$ cat src/rtl/dhwc_pkg.sv
// shared constants and types for the double hash word counter
// no dependencies
package dhwc_pkg;
  localparam int unsigned TABLE_SLOTS = 1024;
  localparam int unsigned SLOT_W = $clog2(TABLE_SLOTS);
  localparam int unsigned CAP_W = 11;
  localparam int unsigned KEY_BYTES = 8;
  localparam int unsigned KEY_W = 64;
  localparam int unsigned CNT_W = 32;
  localparam int unsigned HASH_W = 32;
  localparam int unsigned LEN_W = 4;
  localparam int unsigned ST_W = 3;
  localparam logic [CAP_W-1:0] CAP_RESET = 11'd1021;

  localparam logic [ST_W-1:0] ST_NEW = 3'd0;
  localparam logic [ST_W-1:0] ST_COUNTED = 3'd1;
  localparam logic [ST_W-1:0] ST_HIT = 3'd2;
  localparam logic [ST_W-1:0] ST_ABSENT = 3'd3;
  localparam logic [ST_W-1:0] ST_FULL = 3'd4;

  // remainder request to the serial divider
  typedef struct packed {
    logic              start;
    logic [HASH_W-1:0] dividend;
    logic [CAP_W-1:0]  divisor;
  } div_req_t;

  typedef struct packed {
    logic             done;
    logic [CAP_W-1:0] rem;
  } div_rsp_t;
endpackage

$ cat src/rtl/dhwc_rem.sv
// serial restoring remainder, one quotient bit per cycle
// depends on dhwc_pkg
module dhwc_rem (
  input  logic               clk,
  input  logic               rst_n,
  input  dhwc_pkg::div_req_t req,
  output dhwc_pkg::div_rsp_t rsp
);
  import dhwc_pkg::*;

  localparam int unsigned CNT_BITS = $clog2(HASH_W + 1);

  logic [HASH_W-1:0]   dvd_r, dvd_nxt;
  logic [CAP_W:0]      rem_r, rem_nxt;
  logic [CAP_W-1:0]    dsr_r, dsr_nxt;
  logic [CNT_BITS-1:0] cnt_r, cnt_nxt;
  logic                busy_r, busy_nxt;
  logic                done_r, done_nxt;
  logic [CAP_W+1:0]    trial;

  always_comb begin
    dvd_nxt  = dvd_r;
    rem_nxt  = rem_r;
    dsr_nxt  = dsr_r;
    cnt_nxt  = cnt_r;
    busy_nxt = busy_r;
    done_nxt = 1'b0;
    trial    = {rem_r, dvd_r[HASH_W-1]} - {2'b00, dsr_r};
    if (req.start) begin
      dvd_nxt  = req.dividend;
      dsr_nxt  = req.divisor;
      rem_nxt  = '0;
      cnt_nxt  = CNT_BITS'(HASH_W);
      busy_nxt = 1'b1;
    end else if (busy_r) begin
      dvd_nxt = {dvd_r[HASH_W-2:0], 1'b0};
      if (!trial[CAP_W+1]) begin
        rem_nxt = trial[CAP_W:0];
      end else begin
        rem_nxt = {rem_r[CAP_W-1:0], dvd_r[HASH_W-1]};
      end
      cnt_nxt = cnt_r - 1'b1;
      if (cnt_r == CNT_BITS'(1)) begin
        busy_nxt = 1'b0;
        done_nxt = 1'b1;
      end
    end
  end

  always_ff @(posedge clk) begin
    if (!rst_n) begin
      busy_r <= 1'b0;
      done_r <= 1'b0;
      cnt_r  <= '0;
    end else begin
      busy_r <= busy_nxt;
      done_r <= done_nxt;
      cnt_r  <= cnt_nxt;
    end
    dvd_r <= dvd_nxt;
    rem_r <= rem_nxt;
    dsr_r <= dsr_nxt;
  end

  assign rsp.done = done_r;
  assign rsp.rem  = rem_r[CAP_W-1:0];

  a_done_pulse: assert property (@(posedge clk) disable iff (!rst_n)
    done_r |=> !done_r) else $error("remainder done held");
  a_rem_range: assert property (@(posedge clk) disable iff (!rst_n)
    done_r |-> ({1'b0, rem_r} < {2'b00, dsr_r})) else $error("remainder too large");
endmodule

$ cat config.mk
export PLATFORM = sky130hd
export DESIGN_NAME = dhwc_rem
export DESIGN_NICKNAME = d
export VERILOG_FILES = /design/src/rtl/dhwc_pkg.sv /design/src/rtl/dhwc_rem.sv
export SDC_FILE = /design/constraint.sdc
export NUM_CORES = 1
export LEC_CHECK = 0
export BUFFER_PORTS_ARGS = -buffer_cell sky130_fd_sc_hd__buf_2
export CAP_MARGIN = 20
export CORE_MARGIN = 3
export CORE_UTILIZATION = 55
export CTS_CLUSTER_DIAMETER = 150
export CTS_CLUSTER_SIZE = 16
export DETAILED_ROUTE_END_ITERATION = 10
export GPL_TIMING_DRIVEN = 0
export PLACE_DENSITY_LB_ADDON = 0.25
export SETUP_SLACK_MARGIN = 0.2
export SYNTH_ARGS = -nofsm -noshare
export SYNTH_HDL_FRONTEND = slang
export SYNTH_SLANG_ARGS = --single-unit
$ cat constraint.sdc
create_clock -name clk -period 3.12 [get_ports clk]
set_input_delay 0.312 -clock clk [delete_from_list [all_inputs] [get_ports clk]]
set_output_delay 0.312 -clock clk [all_outputs]
set_load 0.02 [all_outputs]
==> qor.txt <==
outcome = completed
hold_buf cts = 0
GRT overflow = 0
setup_tns = 0 ns
# DRC = 0
Worst-path clk slew = 0.08 ns
vias in the first global route = 2312
Via density = 5.41
static leakage = 1.62 nW
die area = 0.00686 mm^2
port buffer count = 57
Final Setup Violations = 0
Detailed Route WL = 6280 um
Peak Freq = 362 MHz
CTS tree = done
Pwr Density = 550 mW/mm^2
CP Capture Point = rem_r[7]$_SDFFE_PP0P_
sequential-to-total area share from yosys stat = 52.1%
initial DRC count = 141
clock sink count = 63
R2R Path End = rem_r[7]$_SDFFE_PP0P_
worst-path fanout max = 10
dominant synthesized flop cell = edfxtp_1
I/O pins = 58
vias = 2289
number of synthesized flops with an enable pin = 43
Fill cells = 456
Die W = 82.8 um
CTS Root Cell = clkbuf_8
Final Hold Violating Endpoints = 0
Seq. cell area = 0.00169 mm^2
Initial Util = 57.9%
syn_area_per_cell = 11.8 um^2
global-route wire length before repair = 10600 um
First-pass DRT Iterations = 4
Inst Count DP = 406
max-slew violations = 0
max_cap viols = 0
gpl congestion = 0.886
WS Path Type = flop to flop
Finished Core Util = 68.5%
crit path launch = dvd_r[31]$_DFFE_PP_
slew margin rel. = 58.7%
commonest non-fill, non-tap cell in the layout = buf_2
antenna viol nets, final = 0
fin cells = 423
final period utilization = 88.4%
Worst Tran Pin Value = 0.618 ns
detailed placement HPWL = 4430 um
Clk Latency, worst-skew pair = 0.35 ns
Synth async-reset ratio = 0%
Worst EP arrival = 3.02 ns
antenna diode instance count = 0
hold crit path type = input port to flop
die height = 82.8 um
RSZ-0062 raised after global routing = no
layout cell share with drive strength beyond 1 = 34.8%
worst r2r path cells = 11
largest net degree at the start of global routing = 20
worst path required time = 3.38 ns
core area = 0.00561 mm^2
worst clock skew = 0.00880 ns
most frequent cells in the layout = 57 x buf_2, 43 x edfxtp_1, 31 x mux2_2
Cell Area, Synth = 0.00325 mm^2
Nets = 406
CTS H-tree depth = 3
Num CTS Buffers = 9
peak supply drop = 0.000341 V
Post-Syn Nets = 336
RR Startpoint = dvd_r[31]$_DFFE_PP_
clock tree buffer depth = 2
Hold Slack = 0.135 ns
WL per Instance = 14.9 um
antenna violations before repair = 0
r2r setup slk = 0.36 ns
area of the multi-input gates = 0.00136 mm^2
post-synthesis cell type count = 45
Total GRT Usage = 19.3%
Power, Total = 2.11 mW
min Tclk post-route = 2.76 ns
Layout area overhead = 18.3%
Critical Path Sink Type = flop
cell count after synthesis = 276
Yosys reg bits = 63
crit start category = flop
yosys warns = 0
row cnt = 27
report_power, final:
part           internal [mW]  switching, mW  total, mW  leakage (nW)
combinational          0.220          0.231      0.452         0.932
sequential             0.981         0.0364       1.02         0.594
clock                  0.297          0.348      0.645        0.0913
worst max-delay path, stage by stage, from the launching register on:
cell and delay (ns):
edfxtp_1 0.40, inv_1 0.07, ha_1 0.17, inv_1 0.06, fa_2 0.37, a211o_1 0.30
and3b_4 0.20, o2111a_1 0.26, a211oi_4 0.25, buf_6 0.18, o311ai_1 0.12, a311oi_1 0.26
metal layers:
metal / GRT usage, % / part of all wire [%]
met5: 0 / 0
met4: 8.02 / 1.3
met1: 24.5 / 44
met3: 7.54 / 7.2
met2: 29.4 / 47
synth_stat cells (3+ instances only):
cell type	n	area, um^2
edfxtp_1	43	1290
mux2_2	31	349
nor2_1	27	101
dfxtp_1	20	400
inv_1	17	63.8
ha_1	13	163
buf_4	12	90.1
a21oi_1	10	50.1
nand2_1	10	37.5
clkbuf_1	8	30.0
a211oi_1	7	52.6
mux2i_1	6	60.1
o21ai_0	6	30.0
xnor2_1	6	52.6
xor2_1	5	43.8
a21o_1	4	30.0
and2_1	4	25.0
nand3_1	4	20.0
nor3_1	4	20.0
nand2b_1	3	18.8
nor2b_1	3	18.8
o211ai_1	3	22.5
state kept, by name, indices dropped and copies added, names as in the netlist:
signal and count:
busy_r 1, rem_r 12, cnt_r 6, dsr_r 11, dvd_r 32, done_r 1
area by class of cell:
cell class,count,area share (%)
Multi-Input combinational cell,174,35.4
Buffer,22,3.52
Sequential cell,63,44.0
Inverter,17,1.66
Clock inverter,7,1.53
Tap cell,72,2.34
Timing Repair Buffer,59,8.34
Clock buffer,9,3.22
kinds of logic (layout without fill, tap and decap cells):
| logic type | Yosys count | count (layout) | synth area share, % |
|---|---|---|---|
| mux | 37 | 37 | 12.6 |
| buf+inv | 39 | 114 | 6.13 |
| xor+xnor | 11 | 11 | 2.97 |
| fa+ha+maj | 14 | 14 | 5.63 |
| compound gates | 53 | 53 | 12.1 |
| simple gates | 59 | 59 | 8.48 |
| flops | 63 | 63 | 52.1 |
per-stage QoR:
step | setup WS [ns] | area (um^2)
2_1_floorplan | 0.478 | 3250
3_3_place_gp | 0.111 | 3620
3_5_place_dp | 0.143 | 3650
4_1_cts | 0.292 | 3840
5_1_grt | 0.222 | 3840
6_report | 0.361 | 3840
worst min-delay path by stage:
stage / depth (start not counted) / start / slack (ns) / endpoint
finish: 1 / req[0] / 0.14 / dsr_r[0]$_DFFE_PP_
global route: 1 / req[8] / 0.11 / dsr_r[8]$_DFFE_PP_
CTS: 1 / req[0] / 0.12 / dsr_r[0]$_DFFE_PP_
detailed placement: 2 / cnt_r[1]$_SDFFE_PP0P_ / 0.49 / cnt_r[1]$_SDFFE_PP0P_
global placement: 2 / cnt_r[0]$_SDFFE_PP0P_ / 0.48 / cnt_r[0]$_SDFFE_PP0P_
floorplan: 0 / req[0] / 0.41 / dsr_r[0]$_DFFE_PP_
what timing repair did:
| action | in CTS | in global routing |
|---|---|---|
| cloned | 0 | 0 |
| pin swaps | 1 | 0 |
| setup endpoints to repair | 5 | 8 |
| setup buffers | 1 | 0 |
| resized for setup | 0 | 1 |
No activity file was read; power rests on OpenSTA's default activity.
